### config.mk
export PLATFORM = sky130hd
export DESIGN_NAME = goal_direction_path_integrator_top_flat
export DESIGN_NICKNAME = d
export VERILOG_FILES = /design/src/design/gdpi_pkg.sv /design/src/design/gdpi_if.sv /design/src/design/gdpi_smul.sv /design/src/design/gdpi_cordic.sv /design/src/design/goal_direction_path_integrator_top.sv /design/src/flat_wrapper.sv
export SDC_FILE = /design/constraint.sdc
export NUM_CORES = 2
export LEC_CHECK = 0
export BUFFER_PORTS_ARGS = -buffer_cell sky130_fd_sc_hd__buf_2
export CAP_MARGIN = 20
export CORE_MARGIN = 3
export CORE_UTILIZATION = 55
export CTS_CLUSTER_DIAMETER = 80
export CTS_CLUSTER_SIZE = 24
export DETAILED_ROUTE_END_ITERATION = 6
export PLACE_DENSITY = 0.71
export SETUP_SLACK_MARGIN = 0.3
export SYNTH_ARGS = -nofsm -noshare
export SYNTH_HDL_FRONTEND = slang
export SYNTH_SLANG_ARGS = --single-unit
### constraint.sdc
create_clock -name clk -period 14.3 [get_ports clk]
set_input_delay 0.715 -clock clk [delete_from_list [all_inputs] [get_ports clk]]
set_output_delay 0.715 -clock clk [all_outputs]
set_load 0.005 [all_outputs]
### src/design/gdpi_pkg.sv
// shared constants, types and the arctangent table of the goal direction path integrator
`default_nettype none
package gdpi_pkg;

  localparam int CordicStepsDef = 16;
  localparam int CordW = 34;   // cordic datapath width
  localparam int MulAW = 36;   // multiplicand width
  localparam int MulBW = 18;   // serial multiplier width
  localparam int MulPW = MulAW + MulBW;
  localparam int CntBW = 5;

  localparam logic [1:0] MODE_GOAL = 2'd0;
  localparam logic [1:0] MODE_YAW  = 2'd1;
  localparam logic [1:0] MODE_TICK = 2'd2;

  localparam logic [1:0] REG_MIN_LEVEL = 2'd0;
  localparam logic [1:0] REG_CORR_RATE = 2'd1;
  localparam logic [1:0] REG_FADE      = 2'd2;

  localparam logic [14:0] MIN_LEVEL_RST = 15'd410;
  localparam logic [15:0] CORR_RATE_RST = 16'd19661;
  localparam logic [15:0] FADE_RST      = 16'd65208;

  localparam logic signed [CordW-1:0] INV_GAIN = 34'sd652032875;
  localparam logic [16:0] TRUST_ONE = 17'd32768;

  typedef enum logic [4:0] {
    S_IDLE, S_MAG_R, S_MAG_F, S_MAG_T, S_VEC, S_ROT_W, S_EMA_X, S_EMA_Y, S_FADE,
    S_ROT_Y, S_BR_C, S_BR_S, S_BF_C, S_BF_S, S_SC_R, S_SC_F, S_DONE
  } state_t;

  typedef struct packed {
    logic start;
    logic vectoring;
  } cor_ctl_t;

  function automatic logic [31:0] arc_at(input logic [4:0] i);
    logic [31:0] v;
    unique case (i)
      5'd0:  v = 32'h20000000;
      5'd1:  v = 32'h12E4051D;
      5'd2:  v = 32'h09FB385B;
      5'd3:  v = 32'h051111D4;
      5'd4:  v = 32'h028B0D43;
      5'd5:  v = 32'h0145D7E1;
      5'd6:  v = 32'h00A2F61E;
      5'd7:  v = 32'h00517C55;
      5'd8:  v = 32'h0028BE53;
      5'd9:  v = 32'h00145F2E;
      5'd10: v = 32'h000A2F98;
      5'd11: v = 32'h000517CC;
      5'd12: v = 32'h00028BE6;
      5'd13: v = 32'h000145F3;
      5'd14: v = 32'h0000A2F9;
      5'd15: v = 32'h0000517C;
      5'd16: v = 32'h000028BE;
      5'd17: v = 32'h0000145F;
      5'd18: v = 32'h00000A2F;
      5'd19: v = 32'h00000517;
      5'd20: v = 32'h0000028B;
      5'd21: v = 32'h00000145;
      5'd22: v = 32'h000000A2;
      5'd23: v = 32'h00000051;
      default: v = 32'h0;
    endcase
    return v;
  endfunction

endpackage
`default_nettype wire

### src/design/gdpi_if.sv
// valid/ready channel interfaces for input items and results
`default_nettype none
interface gdpi_in_if;
  logic               valid;
  logic               ready;
  logic [1:0]         mode;
  logic signed [15:0] goal_right;
  logic signed [15:0] goal_forward;
  logic [15:0]        yaw_angle;
  logic [31:0]        tick_stamp;
  modport source (output valid, mode, goal_right, goal_forward, yaw_angle, tick_stamp,
                  input ready);
  modport sink (input valid, mode, goal_right, goal_forward, yaw_angle, tick_stamp,
                output ready);
endinterface

interface gdpi_out_if;
  logic               valid;
  logic               ready;
  logic signed [15:0] belief_right;
  logic signed [15:0] belief_forward;
  logic               perceiving;
  logic [31:0]        tick_echo;
  modport source (output valid, belief_right, belief_forward, perceiving, tick_echo,
                  input ready);
  modport sink (input valid, belief_right, belief_forward, perceiving, tick_echo,
                output ready);
endinterface
`default_nettype wire

### src/design/gdpi_smul.sv
// bit-serial signed multiplier, one multiplier bit per cycle
`default_nettype none
module gdpi_smul import gdpi_pkg::*; (
  input  wire logic                    clk,
  input  wire logic                    rst_n,
  input  wire logic                    start_i,
  input  wire logic signed [MulAW-1:0] a_i,
  input  wire logic signed [MulBW-1:0] b_i,
  output logic signed [MulPW-1:0]      p_o,
  output logic                         done_o
);
  logic signed [MulPW-1:0] acc_r, a_r, term;
  logic [MulBW-1:0]        b_r;
  logic [CntBW-1:0]        cnt_r;
  logic                    busy_r, done_r, last;

  assign last = (cnt_r == CntBW'(MulBW - 1));
  assign term = b_r[0] ? a_r : '0;

  always_ff @(posedge clk) begin
    if (!rst_n) begin
      busy_r <= 1'b0;
      done_r <= 1'b0;
      cnt_r  <= '0;
    end else begin
      done_r <= 1'b0;
      if (start_i) begin
        busy_r <= 1'b1;
        cnt_r  <= '0;
      end else if (busy_r) begin
        cnt_r <= cnt_r + 1'b1;
        if (last) begin
          busy_r <= 1'b0;
          done_r <= 1'b1;
        end
      end
    end
  end

  always_ff @(posedge clk) begin
    if (start_i) begin
      acc_r <= '0;
      a_r   <= MulPW'(a_i);
      b_r   <= b_i;
    end else if (busy_r) begin
      // top bit of the multiplier carries negative weight
      acc_r <= last ? acc_r - term : acc_r + term;
      a_r   <= a_r <<< 1;
      b_r   <= b_r >> 1;
    end
  end

  assign p_o    = acc_r;
  assign done_o = done_r;
endmodule
`default_nettype wire

### src/design/gdpi_cordic.sv
// iterative cordic, rotation or vectoring, one micro-rotation per cycle
`default_nettype none
module gdpi_cordic import gdpi_pkg::*; #(
  parameter int Steps = CordicStepsDef
) (
  input  wire logic                    clk,
  input  wire logic                    rst_n,
  input  wire cor_ctl_t                ctl_i,
  input  wire logic signed [CordW-1:0] x_i,
  input  wire logic signed [CordW-1:0] y_i,
  input  wire logic signed [CordW-1:0] z_i,
  output logic signed [CordW-1:0]      x_o,
  output logic signed [CordW-1:0]      y_o,
  output logic signed [CordW-1:0]      z_o,
  output logic                         done_o
);
  localparam int CntW = $clog2(Steps + 1);

  logic signed [CordW-1:0] x_r, y_r, z_r, dx, dy, at;
  logic [CntW-1:0]         cnt_r;
  logic                    busy_r, done_r, vec_r, up, last;

  assign dx   = y_r >>> cnt_r;
  assign dy   = x_r >>> cnt_r;
  assign at   = CordW'({2'b00, arc_at(5'(cnt_r))});
  assign up   = vec_r ? (y_r <= 0) : (z_r >= 0);
  assign last = (cnt_r == CntW'(Steps - 1));

  always_ff @(posedge clk) begin
    if (!rst_n) begin
      busy_r <= 1'b0;
      done_r <= 1'b0;
      cnt_r  <= '0;
    end else begin
      done_r <= 1'b0;
      if (ctl_i.start) begin
        busy_r <= 1'b1;
        cnt_r  <= '0;
      end else if (busy_r) begin
        cnt_r <= cnt_r + 1'b1;
        if (last) begin
          busy_r <= 1'b0;
          done_r <= 1'b1;
        end
      end
    end
  end

  always_ff @(posedge clk) begin
    if (ctl_i.start) begin
      x_r   <= x_i;
      y_r   <= y_i;
      z_r   <= z_i;
      vec_r <= ctl_i.vectoring;
    end else if (busy_r) begin
      if (up) begin
        x_r <= x_r - dx;
        y_r <= y_r + dy;
        z_r <= z_r - at;
      end else begin
        x_r <= x_r + dx;
        y_r <= y_r - dy;
        z_r <= z_r + at;
      end
    end
  end

  assign x_o    = x_r;
  assign y_o    = y_r;
  assign z_o    = z_r;
  assign done_o = done_r;
endmodule
`default_nettype wire

### src/design/goal_direction_path_integrator_top.sv
// goal direction path integrator: sequencer, state, config registers and result register
// Use: items arrive on in_ch (valid/ready). A goal item (mode 0) or a yaw item
// (mode 1) is stored and gives no result; mode 3 is dropped. A tick (mode 2)
// produces one transaction on out_ch carrying the trust-scaled egocentric
// belief, the perceiving flag and the echoed tick number.
// A tick is worked by a sequencer that shares one bit-serial 36x18 multiplier
// and one iterative cordic. A tick with a fix takes 11 products and 3 cordic
// passes; without a fix 10 products and one pass. in_ch.ready is high only while
// the sequencer is idle, which it reenters as the result is loaded. A finished
// result waits in the output register; while it waits, goal and yaw items are
// still taken and a new tick runs but holds its result until out_ch has taken
// the previous one.
// Reset (synchronous, rst_n low) clears held vector, yaw, world goal and trust
// to zero and loads the register defaults. Registers are written over the APB
// port at byte addresses 0, 4 and 8 and should be written only when idle.
`default_nettype none
module goal_direction_path_integrator_top import gdpi_pkg::*; #(
  parameter int CORDIC_STEPS = CordicStepsDef
) (
  input  wire logic        clk,
  input  wire logic        rst_n,
  gdpi_in_if.sink          in_ch,
  gdpi_out_if.source       out_ch,
  input  wire logic        cfg_psel,
  input  wire logic        cfg_penable,
  input  wire logic        cfg_pwrite,
  input  wire logic [3:0]  cfg_paddr,
  input  wire logic [31:0] cfg_pwdata,
  output logic [31:0]      cfg_prdata,
  output logic             cfg_pready
);
  state_t state_r, state_nxt;

  logic [14:0] min_level_r;
  logic [15:0] corr_rate_r, fade_r;

  logic signed [15:0] held_right_r, held_forward_r;
  logic [15:0]        held_yaw_r;
  logic               yaw_known_r;
  logic signed [16:0] world_x_r, world_y_r, wx_r, wy_r, cos_r, sin_r;
  logic [16:0]        trust_r;
  logic [31:0]        tick_r, angle_r;
  logic               fix_r, vec_neg_r, op_busy_r;
  logic signed [MulAW-1:0] mag_r, br_r, bf_r;
  logic signed [15:0] res_right_r, res_fwd_r;

  logic               out_valid_r, out_perc_r;
  logic signed [15:0] out_right_r, out_fwd_r;
  logic [31:0]        out_tick_r;

  logic                    is_mul, is_cor, op_start, op_done;
  logic signed [MulAW-1:0] mul_a;
  logic signed [MulBW-1:0] mul_b;
  logic signed [MulPW-1:0] mul_p;
  logic                    mul_done, cor_done;
  cor_ctl_t                cor_ctl;
  logic signed [CordW-1:0] cor_x0, cor_y0, cor_z0, cor_x, cor_y, cor_z, vec_xs, vec_ys;
  logic [31:0]             rot_ang, rot_fold;
  logic                    rot_flip, in_acc, out_free, wr_en;

  function automatic logic signed [16:0] round_q15(input logic signed [CordW-1:0] v);
    logic signed [CordW-1:0] t;
    t = (v + CordW'(16384)) >>> 15;
    if (t > CordW'(32768)) return 17'sd32768;
    if (t < -CordW'(32768)) return -17'sd32768;
    return t[16:0];
  endfunction

  function automatic logic signed [16:0] ema_upd(input logic signed [16:0] cur,
                                                 input logic signed [MulPW-1:0] p);
    logic signed [MulPW-1:0] q;
    q = ((p + MulPW'(32768)) >>> 16) + MulPW'(cur);
    if (q > MulPW'(32768)) return 17'sd32768;
    if (q < -MulPW'(32768)) return -17'sd32768;
    return q[16:0];
  endfunction

  function automatic logic signed [15:0] scale_out(input logic signed [MulPW-1:0] p);
    logic signed [MulPW-1:0] q;
    q = (p + (MulPW'(1) <<< 29)) >>> 30;
    if (q > MulPW'(32767)) return 16'sd32767;
    if (q < -MulPW'(32768)) return -16'sd32768;
    return q[15:0];
  endfunction

  // configuration port
  assign cfg_pready = 1'b1;
  assign wr_en = cfg_psel & cfg_penable & cfg_pwrite & cfg_pready;

  always_ff @(posedge clk) begin
    if (!rst_n) begin
      min_level_r <= MIN_LEVEL_RST;
      corr_rate_r <= CORR_RATE_RST;
      fade_r      <= FADE_RST;
    end else if (wr_en) begin
      unique case (cfg_paddr[3:2])
        REG_MIN_LEVEL: min_level_r <= cfg_pwdata[14:0];
        REG_CORR_RATE: corr_rate_r <= cfg_pwdata[15:0];
        REG_FADE:      fade_r      <= cfg_pwdata[15:0];
        default: ;
      endcase
    end
  end

  always_comb begin
    unique case (cfg_paddr[3:2])
      REG_MIN_LEVEL: cfg_prdata = {17'd0, min_level_r};
      REG_CORR_RATE: cfg_prdata = {16'd0, corr_rate_r};
      REG_FADE:      cfg_prdata = {16'd0, fade_r};
      default:       cfg_prdata = '0;
    endcase
  end

  // shared arithmetic units
  assign is_mul = (state_r == S_MAG_R) || (state_r == S_MAG_F) || (state_r == S_MAG_T) ||
                  (state_r == S_EMA_X) || (state_r == S_EMA_Y) || (state_r == S_FADE) ||
                  (state_r == S_BR_C) || (state_r == S_BR_S) || (state_r == S_BF_C) ||
                  (state_r == S_BF_S) || (state_r == S_SC_R) || (state_r == S_SC_F);
  assign is_cor = (state_r == S_VEC) || (state_r == S_ROT_W) || (state_r == S_ROT_Y);
  assign op_start = (is_mul || is_cor) && !op_busy_r;
  assign op_done  = mul_done | cor_done;

  always_comb begin
    mul_a = '0;
    mul_b = '0;
    unique case (state_r)
      S_MAG_R: begin
        mul_a = MulAW'(held_right_r);
        mul_b = MulBW'(held_right_r);
      end
      S_MAG_F: begin
        mul_a = MulAW'(held_forward_r);
        mul_b = MulBW'(held_forward_r);
      end
      S_MAG_T: begin
        mul_a = MulAW'({1'b0, min_level_r});
        mul_b = MulBW'({1'b0, min_level_r});
      end
      S_EMA_X: begin
        mul_a = MulAW'(wx_r) - MulAW'(world_x_r);
        mul_b = MulBW'({1'b0, corr_rate_r});
      end
      S_EMA_Y: begin
        mul_a = MulAW'(wy_r) - MulAW'(world_y_r);
        mul_b = MulBW'({1'b0, corr_rate_r});
      end
      S_FADE: begin
        mul_a = MulAW'({1'b0, trust_r});
        mul_b = MulBW'({1'b0, fade_r});
      end
      S_BR_C: begin
        mul_a = MulAW'(world_x_r);
        mul_b = MulBW'(cos_r);
      end
      S_BR_S: begin
        mul_a = MulAW'(world_y_r);
        mul_b = MulBW'(sin_r);
      end
      S_BF_C: begin
        mul_a = MulAW'(world_y_r);
        mul_b = MulBW'(cos_r);
      end
      S_BF_S: begin
        mul_a = MulAW'(world_x_r);
        mul_b = MulBW'(sin_r);
      end
      S_SC_R: begin
        mul_a = br_r;
        mul_b = MulBW'({1'b0, trust_r});
      end
      S_SC_F: begin
        mul_a = bf_r;
        mul_b = MulBW'({1'b0, trust_r});
      end
      default: ;
    endcase
  end

  gdpi_smul u_mul (
    .clk    (clk),
    .rst_n  (rst_n),
    .start_i(op_start && is_mul),
    .a_i    (mul_a),
    .b_i    (mul_b),
    .p_o    (mul_p),
    .done_o (mul_done)
  );

  // cordic operands: vectoring of the goal vector, or rotation of the inverse gain
  assign vec_xs   = CordW'(held_right_r) <<< 14;
  assign vec_ys   = CordW'(held_forward_r) <<< 14;
  assign rot_ang  = (state_r == S_ROT_W) ? angle_r + {held_yaw_r, 16'd0}
                                         : {held_yaw_r, 16'd0};
  assign rot_flip = rot_ang[31] ^ rot_ang[30];
  assign rot_fold = rot_ang + {rot_flip, 31'd0};

  always_comb begin
    cor_ctl.start     = op_start && is_cor;
    cor_ctl.vectoring = (state_r == S_VEC);
    if (state_r == S_VEC) begin
      cor_x0 = held_right_r[15] ? -vec_xs : vec_xs;
      cor_y0 = held_right_r[15] ? -vec_ys : vec_ys;
      cor_z0 = '0;
    end else begin
      cor_x0 = rot_flip ? -INV_GAIN : INV_GAIN;
      cor_y0 = '0;
      cor_z0 = CordW'(signed'(rot_fold));
    end
  end

  gdpi_cordic #(.Steps(CORDIC_STEPS)) u_cordic (
    .clk   (clk),
    .rst_n (rst_n),
    .ctl_i (cor_ctl),
    .x_i   (cor_x0),
    .y_i   (cor_y0),
    .z_i   (cor_z0),
    .x_o   (cor_x),
    .y_o   (cor_y),
    .z_o   (cor_z),
    .done_o(cor_done)
  );

  // sequencer
  assign in_ch.ready = (state_r == S_IDLE);
  assign in_acc      = in_ch.valid && in_ch.ready;
  assign out_free    = !out_valid_r || out_ch.ready;

  always_comb begin
    state_nxt = state_r;
    unique case (state_r)
      S_IDLE:  if (in_acc && in_ch.mode == MODE_TICK) state_nxt = S_MAG_R;
      S_MAG_R: if (op_done) state_nxt = S_MAG_F;
      S_MAG_F: if (op_done) state_nxt = S_MAG_T;
      S_MAG_T: begin
        if (op_done) begin
          state_nxt = (yaw_known_r && (MulPW'(mag_r) > mul_p)) ? S_VEC : S_FADE;
        end
      end
      S_VEC:   if (op_done) state_nxt = S_ROT_W;
      S_ROT_W: if (op_done) state_nxt = S_EMA_X;
      S_EMA_X: if (op_done) state_nxt = S_EMA_Y;
      S_EMA_Y: if (op_done) state_nxt = S_ROT_Y;
      S_FADE:  if (op_done) state_nxt = S_ROT_Y;
      S_ROT_Y: if (op_done) state_nxt = S_BR_C;
      S_BR_C:  if (op_done) state_nxt = S_BR_S;
      S_BR_S:  if (op_done) state_nxt = S_BF_C;
      S_BF_C:  if (op_done) state_nxt = S_BF_S;
      S_BF_S:  if (op_done) state_nxt = S_SC_R;
      S_SC_R:  if (op_done) state_nxt = S_SC_F;
      S_SC_F:  if (op_done) state_nxt = S_DONE;
      S_DONE:  if (out_free) state_nxt = S_IDLE;
      default: state_nxt = S_IDLE;
    endcase
  end

  always_ff @(posedge clk) begin
    if (!rst_n) begin
      state_r <= S_IDLE;
    end else begin
      state_r <= state_nxt;
    end
  end

  // architectural state and control flags
  always_ff @(posedge clk) begin
    if (!rst_n) begin
      op_busy_r      <= 1'b0;
      held_right_r   <= '0;
      held_forward_r <= '0;
      held_yaw_r     <= '0;
      yaw_known_r    <= 1'b0;
      world_x_r      <= '0;
      world_y_r      <= '0;
      trust_r        <= '0;
      out_valid_r    <= 1'b0;
    end else begin
      if (op_start) op_busy_r <= 1'b1;
      else if (op_done) op_busy_r <= 1'b0;
      if (in_acc && in_ch.mode == MODE_GOAL) begin
        held_right_r   <= in_ch.goal_right;
        held_forward_r <= in_ch.goal_forward;
      end
      if (in_acc && in_ch.mode == MODE_YAW) begin
        held_yaw_r  <= in_ch.yaw_angle;
        yaw_known_r <= 1'b1;
      end
      if (op_done && state_r == S_EMA_X) world_x_r <= ema_upd(world_x_r, mul_p);
      if (op_done && state_r == S_EMA_Y) begin
        world_y_r <= ema_upd(world_y_r, mul_p);
        trust_r   <= TRUST_ONE;
      end
      if (op_done && state_r == S_FADE) trust_r <= mul_p[32:16];
      if (state_r == S_DONE && out_free) out_valid_r <= 1'b1;
      else if (out_ch.ready) out_valid_r <= 1'b0;
    end
  end

  // working registers of a tick
  always_ff @(posedge clk) begin
    if (in_acc) tick_r <= in_ch.tick_stamp;
    if (op_done) begin
      unique case (state_r)
        S_MAG_R: mag_r <= mul_p[MulAW-1:0];
        S_MAG_F: mag_r <= mag_r + mul_p[MulAW-1:0];
        S_MAG_T: fix_r <= yaw_known_r && (MulPW'(mag_r) > mul_p);
        S_VEC:   angle_r <= {vec_neg_r, 31'd0} + cor_z[31:0];
        S_ROT_W: begin
          wx_r <= round_q15(cor_x);
          wy_r <= round_q15(cor_y);
        end
        S_ROT_Y: begin
          cos_r <= round_q15(cor_x);
          sin_r <= round_q15(cor_y);
        end
        S_BR_C:  br_r <= mul_p[MulAW-1:0];
        S_BR_S:  br_r <= br_r + mul_p[MulAW-1:0];
        S_BF_C:  bf_r <= mul_p[MulAW-1:0];
        S_BF_S:  bf_r <= bf_r - mul_p[MulAW-1:0];
        S_SC_R:  res_right_r <= scale_out(mul_p);
        S_SC_F:  res_fwd_r <= scale_out(mul_p);
        default: ;
      endcase
    end
    if (op_start && state_r == S_VEC) vec_neg_r <= held_right_r[15];
    if (state_r == S_DONE && out_free) begin
      out_right_r <= res_right_r;
      out_fwd_r   <= res_fwd_r;
      out_perc_r  <= fix_r;
      out_tick_r  <= tick_r;
    end
  end

  assign out_ch.valid          = out_valid_r;
  assign out_ch.belief_right   = out_right_r;
  assign out_ch.belief_forward = out_fwd_r;
  assign out_ch.perceiving     = out_perc_r;
  assign out_ch.tick_echo      = out_tick_r;

endmodule
`default_nettype wire
### src/flat_wrapper.sv
// flat-port wrapper written by rule: the top's interface ports become plain ports
module goal_direction_path_integrator_top_flat import gdpi_pkg::*;
#(
  parameter int CORDIC_STEPS = CordicStepsDef
)
  (clk, rst_n, cfg_psel, cfg_penable, cfg_pwrite, cfg_paddr, cfg_pwdata, cfg_prdata, cfg_pready, in_ch_valid, in_ch_mode, in_ch_goal_right, in_ch_goal_forward, in_ch_yaw_angle, in_ch_tick_stamp, in_ch_ready, out_ch_valid, out_ch_belief_right, out_ch_belief_forward, out_ch_perceiving, out_ch_tick_echo, out_ch_ready);
  gdpi_in_if in_ch_i ();
  gdpi_out_if out_ch_i ();
  input  wire logic clk;
  input  wire logic rst_n;
  input  wire logic cfg_psel;
  input  wire logic cfg_penable;
  input  wire logic cfg_pwrite;
  input  wire logic [3:0] cfg_paddr;
  input  wire logic [31:0] cfg_pwdata;
  output logic [31:0] cfg_prdata;
  output logic cfg_pready;
  input wire logic [$bits(in_ch_i.valid)-1:0] in_ch_valid;
  input wire logic [$bits(in_ch_i.mode)-1:0] in_ch_mode;
  input wire logic [$bits(in_ch_i.goal_right)-1:0] in_ch_goal_right;
  input wire logic [$bits(in_ch_i.goal_forward)-1:0] in_ch_goal_forward;
  input wire logic [$bits(in_ch_i.yaw_angle)-1:0] in_ch_yaw_angle;
  input wire logic [$bits(in_ch_i.tick_stamp)-1:0] in_ch_tick_stamp;
  output wire logic [$bits(in_ch_i.ready)-1:0] in_ch_ready;
  output wire logic [$bits(out_ch_i.valid)-1:0] out_ch_valid;
  output wire logic [$bits(out_ch_i.belief_right)-1:0] out_ch_belief_right;
  output wire logic [$bits(out_ch_i.belief_forward)-1:0] out_ch_belief_forward;
  output wire logic [$bits(out_ch_i.perceiving)-1:0] out_ch_perceiving;
  output wire logic [$bits(out_ch_i.tick_echo)-1:0] out_ch_tick_echo;
  input wire logic [$bits(out_ch_i.ready)-1:0] out_ch_ready;
  assign in_ch_i.valid = in_ch_valid;
  assign in_ch_i.mode = in_ch_mode;
  assign in_ch_i.goal_right = in_ch_goal_right;
  assign in_ch_i.goal_forward = in_ch_goal_forward;
  assign in_ch_i.yaw_angle = in_ch_yaw_angle;
  assign in_ch_i.tick_stamp = in_ch_tick_stamp;
  assign in_ch_ready = in_ch_i.ready;
  assign out_ch_valid = out_ch_i.valid;
  assign out_ch_belief_right = out_ch_i.belief_right;
  assign out_ch_belief_forward = out_ch_i.belief_forward;
  assign out_ch_perceiving = out_ch_i.perceiving;
  assign out_ch_tick_echo = out_ch_i.tick_echo;
  assign out_ch_i.ready = out_ch_ready;
  goal_direction_path_integrator_top #(.CORDIC_STEPS(CORDIC_STEPS)) u_core (.clk(clk), .rst_n(rst_n), .in_ch(in_ch_i), .out_ch(out_ch_i), .cfg_psel(cfg_psel), .cfg_penable(cfg_penable), .cfg_pwrite(cfg_pwrite), .cfg_paddr(cfg_paddr), .cfg_pwdata(cfg_pwdata), .cfg_prdata(cfg_prdata), .cfg_pready(cfg_pready));
endmodule
After elaboration in Yosys (flattened, before gate mapping)
Memories as Yosys holds them, arrays and structs flattened. A register that Yosys moved wholly into a read port is not among the register bits.
Cells that the tools add are included.
{"block": "totals", "regBits": 736, "rom_bits": 960, "in_bits": 125, "output_inout_bits": 100, "word_cells": 334, "mem_count": 1}
{"block": "classes", "n_addsub": 26, "order_cmp": 13, "n_eq_ne": 38, "shifts": 2, "muxes": 139, "n_bitwise": 7, "reduce_logical": 65}
{"name": "(name not given)", "words": 32, "word_bits": 30, "rd": 1, "rd_ports_with_merged_regs": 1, "wr": 0, "line": "gdpi_pkg.sv:39", "text": "unique case (i)"}
{"cell": "34-bit 2-to-1 mux", "count": 15}
{"cell": "17-bit 2-to-1 mux", "count": 22}
{"cell": "36-bit case mux with 10 select lines", "count": 1}
{"cell": "54-bit 2-to-1 mux", "count": 4}
{"cell": "36-bit case mux with 2 select lines", "count": 3}
{"cell": "18-bit case mux with 8 select lines", "count": 1}
{"cell": "54-bit by 17-bit > comparator with 1-bit output (second input constant)", "count": 2}
{"cell": "54-bit by 16-bit < comparator with 1-bit output (second input constant)", "count": 2}
{"cell": "32-bit adder", "count": 3}
{"cell": "16-bit 2-to-1 mux", "count": 6}
{"cell": "5-bit 2-to-1 mux", "count": 18}
{"cell": "5-bit case mux with 16 select lines", "count": 1}
{"cell": "38-bit by 17-bit adder with 39-bit output", "count": 2}
{"cell": "36-bit adder", "count": 2}
{"cell": "34-bit by 16-bit adder with 34-bit output (second input constant)", "count": 2}
{"cell": "34-bit adder", "count": 2}
{"cell": "30-bit negation with 34-bit output", "count": 2}
{"cell": "34-bit by 5-bit >>> shifter with 34-bit output", "count": 2}
{"cell": "34-bit subtractor", "count": 2}
{"cell": "1-bit 2-to-1 mux", "count": 63}
{"cell": "54-bit by 17-bit adder with 54-bit output (second input constant)", "count": 1}
{"cell": "54-bit by 31-bit adder with 54-bit output (second input constant)", "count": 1}
{"cell": "54-bit adder", "count": 1}
{"cell": "36-bit by 54-bit > comparator with 1-bit output", "count": 1}
{"cell": "other kinds (39)", "count": 131}

Logic depth before layout (Yosys ltp)
{"block": "logic_depth", "ltp_word": 17, "ltp_mapped": 28, "mapped_depth_nobuf": 24}

Hierarchy
From an unflattened synthesis, not the netlist that was laid out.
{"block": "unflattened", "cells_unflattened": 7263, "hier_area_um2": 62816.5}
{"mod": "goal_direction_path_integrator_top", "instances": 1, "cells_each": 4109, "area_each_um2": 35865.6, "seq_area_each_um2": 13262.7}
{"mod": "gdpi_cordic", "instances": 1, "cells_each": 2069, "area_each_um2": 17347.9, "seq_area_each_um2": 3833.7}
{"mod": "gdpi_smul", "instances": 1, "cells_each": 1085, "area_each_um2": 9603.0, "seq_area_each_um2": 3383.2}

Worst setup path before layout
No wires, ideal clock.
{"block": "synth_timing", "kind": "register to register", "startpoint": "register u_core.u_cordic.cnt_r[1]", "endpoint": "register u_core.u_cordic.x_r[32], in the netlist u_core.u_cordic.x_o[32], data pin", "setup_ns": 0.268, "arrival_time_ns": 6.315, "required_time_ns": 14.032, "setup_slack_ns": 7.717, "path_stages_with_launch": 26, "n_path_buf": 4, "cell_sequence": "dfxtp_1 > buf_2 > buf_2 > buf_2 > buf_1 > mux4_2 > mux4_2 > nor3_1 > a31oi_1 > or2_1 > nor2_1 > nor2_1 > xnor2_1 > ha_1 > a21o_1 > a21o_1 > a21oi_1 > or3b_2 > a311o_1 > a221o_1 > or4b_2 > nand3_1 > nand3_1 > o41ai_1 > xor2_1 > o21ai_0"}
{"block": "synth_between", "elab_chain_cells": 5, "word_cells_on_any_way": 6, "classes_between": "add/sub: 2; shift: 1; mux: 3"}
{"element": "start: declaration", "line": "gdpi_cordic.sv:20", "text": "logic [CntW-1:0] cnt_r;"}
{"element": "start signal: assignment", "line": "gdpi_cordic.sv:40", "text": "cnt_r <= cnt_r + 1'b1;"}
{"element": "34-bit by 5-bit >>> shifter with 34-bit output (*)", "line": "gdpi_cordic.sv:23", "text": "assign dx = y_r >>> cnt_r;"}
{"element": "34-bit adder or 34-bit subtractor (tied branches)", "line": "gdpi_cordic.sv:61, gdpi_cordic.sv:57"}
{"element": "34-bit 2-to-1 mux (*)", "line": "gdpi_cordic.sv:56", "text": "if (up) begin"}
{"element": "34-bit 2-to-1 mux (*)", "line": "gdpi_cordic.sv:55", "text": "end else if (busy_r) begin"}
{"element": "34-bit 2-to-1 mux (*)", "line": "gdpi_cordic.sv:50", "text": "if (ctl_i.start) begin"}
{"element": "end signal: assignment", "line": "gdpi_cordic.sv:51", "text": "x_r <= x_i;"}
{"element": "end signal: assignment", "line": "gdpi_cordic.sv:57", "text": "x_r <= x_r - dx;"}
{"element": "end signal: assignment", "line": "gdpi_cordic.sv:61", "text": "x_r <= x_r + dx;"}
{"element": "end: declaration", "line": "gdpi_cordic.sv:19", "text": "logic signed [CordW-1:0] x_r, y_r, z_r, dx, dy, at;"}
Every way passes the cells marked *; elsewhere a longest branch is shown, timed or not. The select of a mux whose other input is x is not followed.
A chain may end at the register's enable or synchronous reset.

Worst setup path after layout
{"block": "layout_timing", "startpoint": "register u_core.u_cordic.cnt_r[0]", "endpoint": "register u_core.u_cordic.y_r[32], in the netlist u_core.u_cordic.y_o[32], data pin"}
{"block": "layout_between", "elab_chain_cells": 5, "word_cells_on_any_way": 6, "classes_between": "add/sub: 2; shift: 1; mux: 3"}
{"element": "34-bit by 5-bit >>> shifter with 34-bit output (*)", "line": "gdpi_cordic.sv:24", "text": "assign dy = x_r >>> cnt_r;"}
{"element": "34-bit subtractor or 34-bit adder (tied branches)", "line": "gdpi_cordic.sv:62, gdpi_cordic.sv:58"}
{"element": "34-bit 2-to-1 mux (*)", "line": "gdpi_cordic.sv:56"}
{"element": "34-bit 2-to-1 mux (*)", "line": "gdpi_cordic.sv:55"}
{"element": "34-bit 2-to-1 mux (*)", "line": "gdpi_cordic.sv:50"}
{"element": "end signal: assignment", "line": "gdpi_cordic.sv:52", "text": "y_r <= y_i;"}
{"element": "end signal: assignment", "line": "gdpi_cordic.sv:58", "text": "y_r <= y_r + dy;"}
{"element": "end signal: assignment", "line": "gdpi_cordic.sv:62", "text": "y_r <= y_r - dy;"}
{"element": "end: declaration", "line": "gdpi_cordic.sv:19"}
Marks and branches as above.

==> results <==
- The hold violation count in the final report is 0.
- After synthesis the netlist holds a flip-flop and latch count of 766.
- The post-CTS clock slew at the launch and capture registers of the worst setup and hold paths is 0.10 ns.
- Buffers inserted during clock tree synthesis total 48.
- The library cells used most frequently in the layout, excluding fill and tap cells, are 884 x sky130_fd_sc_hd__nand2_1, 594 x sky130_fd_sc_hd__nor2_1, 545 x sky130_fd_sc_hd__a21oi_1.
- The share of flip-flops with an asynchronous set or reset after synthesis is 0%.
- The worst hold-check slack is 0.194 ns.
- The initial antenna violation count was 5.
- The count of port buffers added during placement is 189.
- Across the VDD grid, the largest voltage drop is 0.123 mV.
- The area share of the largest cell type after synthesis is 25.2%.
- The switching power as a share of total power is 42.3%.
- Once the floorplan was initialized, standard cells occupied 55.8% of the core.
- The design draws 8.57 mW.
- The via count of the first global-routing pass came to 51,000.
- The final period utilization is 53.4%.
- The transition time at the pin with the least slew margin is 1.28 ns.
- The synthesized netlist devotes 21.1% of its cell area to compound gates.
- For this run the aggregate overflow at the end of global routing stands at 0.
- The number of top-level pins is 225.
- In this run the clock root is driven by a sky130_fd_sc_hd__clkbuf_16.
- The element type at the critical path start is a flop.
- Multiplexer cells account for 5.26% of the synthesized area.
- The checks that failed: DRC.
- The via count of the routed design is 54,600.
- The distinct cell type count of the synthesized netlist is 102.
- The via-per-instance ratio is 6.37.
- Cells fill 59.3% of the core in the end.
- For this run, the top clock speed supported by timing is 0.131 GHz.
- The count of final setup violators is 0.
- The proportion of layout cells with a drive suffix above 1 is 8.20%.
- In the synthesized netlist the dominant register cell turns out to be sky130_fd_sc_hd__edfxtp_1.
- At the later pin of the worst-skew pair, clock insertion delay measures 0.70 ns.
- The area of the die is 0.115 mm^2.
- Entering global routing, the biggest net connects 76 pins.
- Setup repair after global routing left no endpoint under its margin.
- The first global-routing pass estimated 295 mm of wire.
- Sorting the synthesized cells by area gives the leading types as sky130_fd_sc_hd__edfxtp_1 25%, sky130_fd_sc_hd__ha_1 9.4%, sky130_fd_sc_hd__dfxtp_1 8.3%, sky130_fd_sc_hd__nand2_1 5.4%, sky130_fd_sc_hd__xnor2_1 4.7%.
- The share of total power dissipated in sequential elements is 35.6%.
- The power density over the cells is 132 mW/mm^2.
- The adder and majority gate portion of the synthesized area is 9.79%.
- The library cell appearing most often on the critical path is sky130_fd_sc_hd__o31ai_1.
- The register cell area after layout is 0.0205 mm^2.
- In the final routed layout, each cell accounts on average for 22.5 um.
- The number of instances in the synthesized netlist is 7,067.
- The H-tree depth reported by CTS is 2.
- The final antenna-violating net count is 0.
- Measured along the x axis, the die boundary spans 339 um.
- The number of DRC violations after detailed-routing iteration 0 is 5,487.
- The mapped netlist covers 0.0611 mm^2.
- The number of DRC violations after detailed routing is 1.
- After synthesis, the largest family of logic cells by area is compound AO/OA/AOI/OAI gates.
- The number of setup buffers added after CTS is 0.
- The signal on the critical path passes through buf_4, mux4_2, mux2_1, mux2i_1, nor2_1, a21oi_1, ha_1, inv_1, nor4_1, nand4_1, o31ai_1, xnor2_1, ha_1, nand3_1, or3_1, o211a_1, nor3_1, a41o_1, o31ai_1, a2111oi_0, o21a_1, o31ai_1.
- Max-cap violations in this run came to 0.
- The worst setup path is captured at a flop.
- The routability congestion estimate from global placement is 0.978.
- The sequential area share after synthesis is 33.5%.
- The area growth from synthesis to layout is 6.34%.
- The standard cell core area is 0.110 mm^2.
- The largest fanout on the critical path is 46.
- The average footprint of a synthesized cell is 8.65 um^2.
- The relative slew slack is 14.0%.
- The count of pins over their slew limit is 0.
- The power share of the combinational group is 46.4%.
- The maximum number of buffers from clock root to sink is 3.
- Buffers inserted to repair hold after CTS numbered 0.
- Across every metal layer, demand over resource in global routing totals 32.2%.
- Setup total negative slack on the finished layout was measured at 0 ns.
- The static leakage is 25.5 nW.
- Per report_power, the clock group accounts for 18.1% of the total.
- The routed design could run at a clock period as short as 7.63 ns.
- The simple logic cell fraction of the synthesized area is 18.3%.
- The clock drives 766 sinks.
- The library cell occupying the most area in the post-synthesis netlist is sky130_fd_sc_hd__edfxtp_1.
- The xor and xnor area share after synthesis is 7.85%.
- Yosys printed 0 warnings.
- Summed over all nets, the switching power comes to 3.63 mW.
- The required time at the endpoint of the critical path is 14.71 ns.
- The worst hold path belongs to the class primary input to flop.
- Leaving out fill and tap cells, the most frequent cell in the layout is sky130_fd_sc_hd__nand2_1.
- The flow ran to the end, but the final reports show violations.
- The count of cells resized by post-cts repair is 0.
- By startpoint and endpoint, the worst setup path is classified as flop to flop.
- The half-perimeter wire length of the detailed placement result is 147 mm.
- The filler cells instantiated in the layout total 9,909.
- For this design, the slowest cell found on the critical path is sky130_fd_sc_hd__buf_4.
- The pre-antenna-repair detailed-routing pass consisted of 7 iterations.
- For the worst setup path, the data arrival time is 8.04 ns.
- The cell row count is 121.
- For this run, the post-layout net count is 7,651.
- The die is 339 um tall.
- TritonCTS built the clock tree.
- The total area of multi-input combinational cells is 0.0384 mm^2.
- The number of enable-type register cells in the synthesized netlist is 514.
- The clock arrives with 0.0625 ns of skew.
- The largest stage delay on the critical path is 0.69 ns.
- The internal cell power is 4.94 mW.
- Wires add up to 193 mm.
## logic make-up (layout without fill, tap and decap cells)
logic type                 count (synthesis)  after routing
adders and majority gates                471            471
other                                      2             20
buffers and inverters                    641            653
and+or+nand+nor                         2411           2411
AOI/OAI and AO/OA                       2026           2026
xor gates and xnor gates                 548            548
DFF                                      766            766
muxes                                    202            202
## synth_stat cells (73+ instances only)
library cell and number:
sky130_fd_sc_hd__dfxtp_1 252, sky130_fd_sc_hd__mux4_2 92, sky130_fd_sc_hd__nor3_1 145, sky130_fd_sc_hd__mux2i_1 80
sky130_fd_sc_hd__a31oi_1 82, sky130_fd_sc_hd__clkbuf_1 294, sky130_fd_sc_hd__xor2_1 217, sky130_fd_sc_hd__nand3_1 182
sky130_fd_sc_hd__edfxtp_1 514, sky130_fd_sc_hd__nand2_1 884, sky130_fd_sc_hd__a21o_1 216, sky130_fd_sc_hd__xnor2_1 331
sky130_fd_sc_hd__inv_1 273, sky130_fd_sc_hd__and3_1 73, sky130_fd_sc_hd__nand2b_1 85, sky130_fd_sc_hd__a22oi_1 75
sky130_fd_sc_hd__nor2_1 601, sky130_fd_sc_hd__a21oi_1 545, sky130_fd_sc_hd__nand4_1 91, sky130_fd_sc_hd__o21ai_0 464
sky130_fd_sc_hd__ha_1 459
## through the flow
stage / std cells / setup slack, ns / instance area, um^2
floorplan: 7082 / 7.72 / 61200
global placement: 8475 / 6.82 / 63400
detailed placement: 8477 / 6.75 / 63400
CTS: 8566 / 6.73 / 65000
global route: 8573 / 6.06 / 65000
finish: 8573 / 6.67 / 65000
## metal layers
metal	up-vias	wire length (um)	GRT usage (%)	share of wire [%]
met2	2185	90700	54.4	47
met4	0	12600	18.2	6.6
met3	458	13000	3.56	6.7
met5	-	0	0	0
met1	26000	76300	40.2	40
li1	25900	-	-	-
## state kept, by name, indices dropped and copies added (netlist names), 30 cells and up
name	count
u_core.u_cordic.at	30
u_core.u_mul.p_o	54
u_core.out_ch.tick_echo	32
u_core.br_r	36
u_core.tick_r	32
u_core.u_cordic.z_o	34
u_core.u_cordic.x_o	34
u_core.u_mul.a_r	54
u_core.u_cordic.y_o	34
u_core.angle_r	32
u_core.mag_r	36
u_core.bf_r	36
## worst max-delay path: cells and delay by family (launching register included)
kind	cells	cell delay [ns]
simple gates	6	1.81
mux	3	1.39
fa+ha+maj	2	0.56
compound gates	8	2.02
buf+inv	2	0.76
flops	1	0.66
xor+xnor	1	0.12
## cell type report
class / count / share of cell area [%]
repair buffers: 284 / 2.58
clock inverters: 25 / 0.443
multi-input cells: 5675 / 59.0
well taps: 1476 / 2.84
inverters: 280 / 1.62
clock buffers: 64 / 1.99
diodes: 3 / 0.0115
flip-flops and latches: 766 / 31.5
## power groups by stage
stage               sequential (mW)  clock, mW  combinational, mW
finish                         3.05       1.55               3.97
global route                   3.07       1.66               4.40
CTS                            3.04       1.57               3.93
detailed placement             3.09          0               3.90
global placement               3.08          0               3.83
floorplan                      2.97          0               2.96
## final timing paths
kind	endpoint	depth (start not counted)	start	slack (ns)
worst max register to register	u_core.u_cordic.y_o[32]	22	u_core.u_cordic.cnt_r[0]	6.67
worst min-delay path	u_core.tick_r[24]	1	in_ch_tick_stamp[24]	0.19
worst max-delay path	u_core.u_cordic.y_o[32]	22	u_core.u_cordic.cnt_r[0]	6.67
worst min register to register	u_core.out_ch.belief_forward[9]	0	u_core.res_fwd_r[9]	0.43
(Power assumes the default switching activity.)
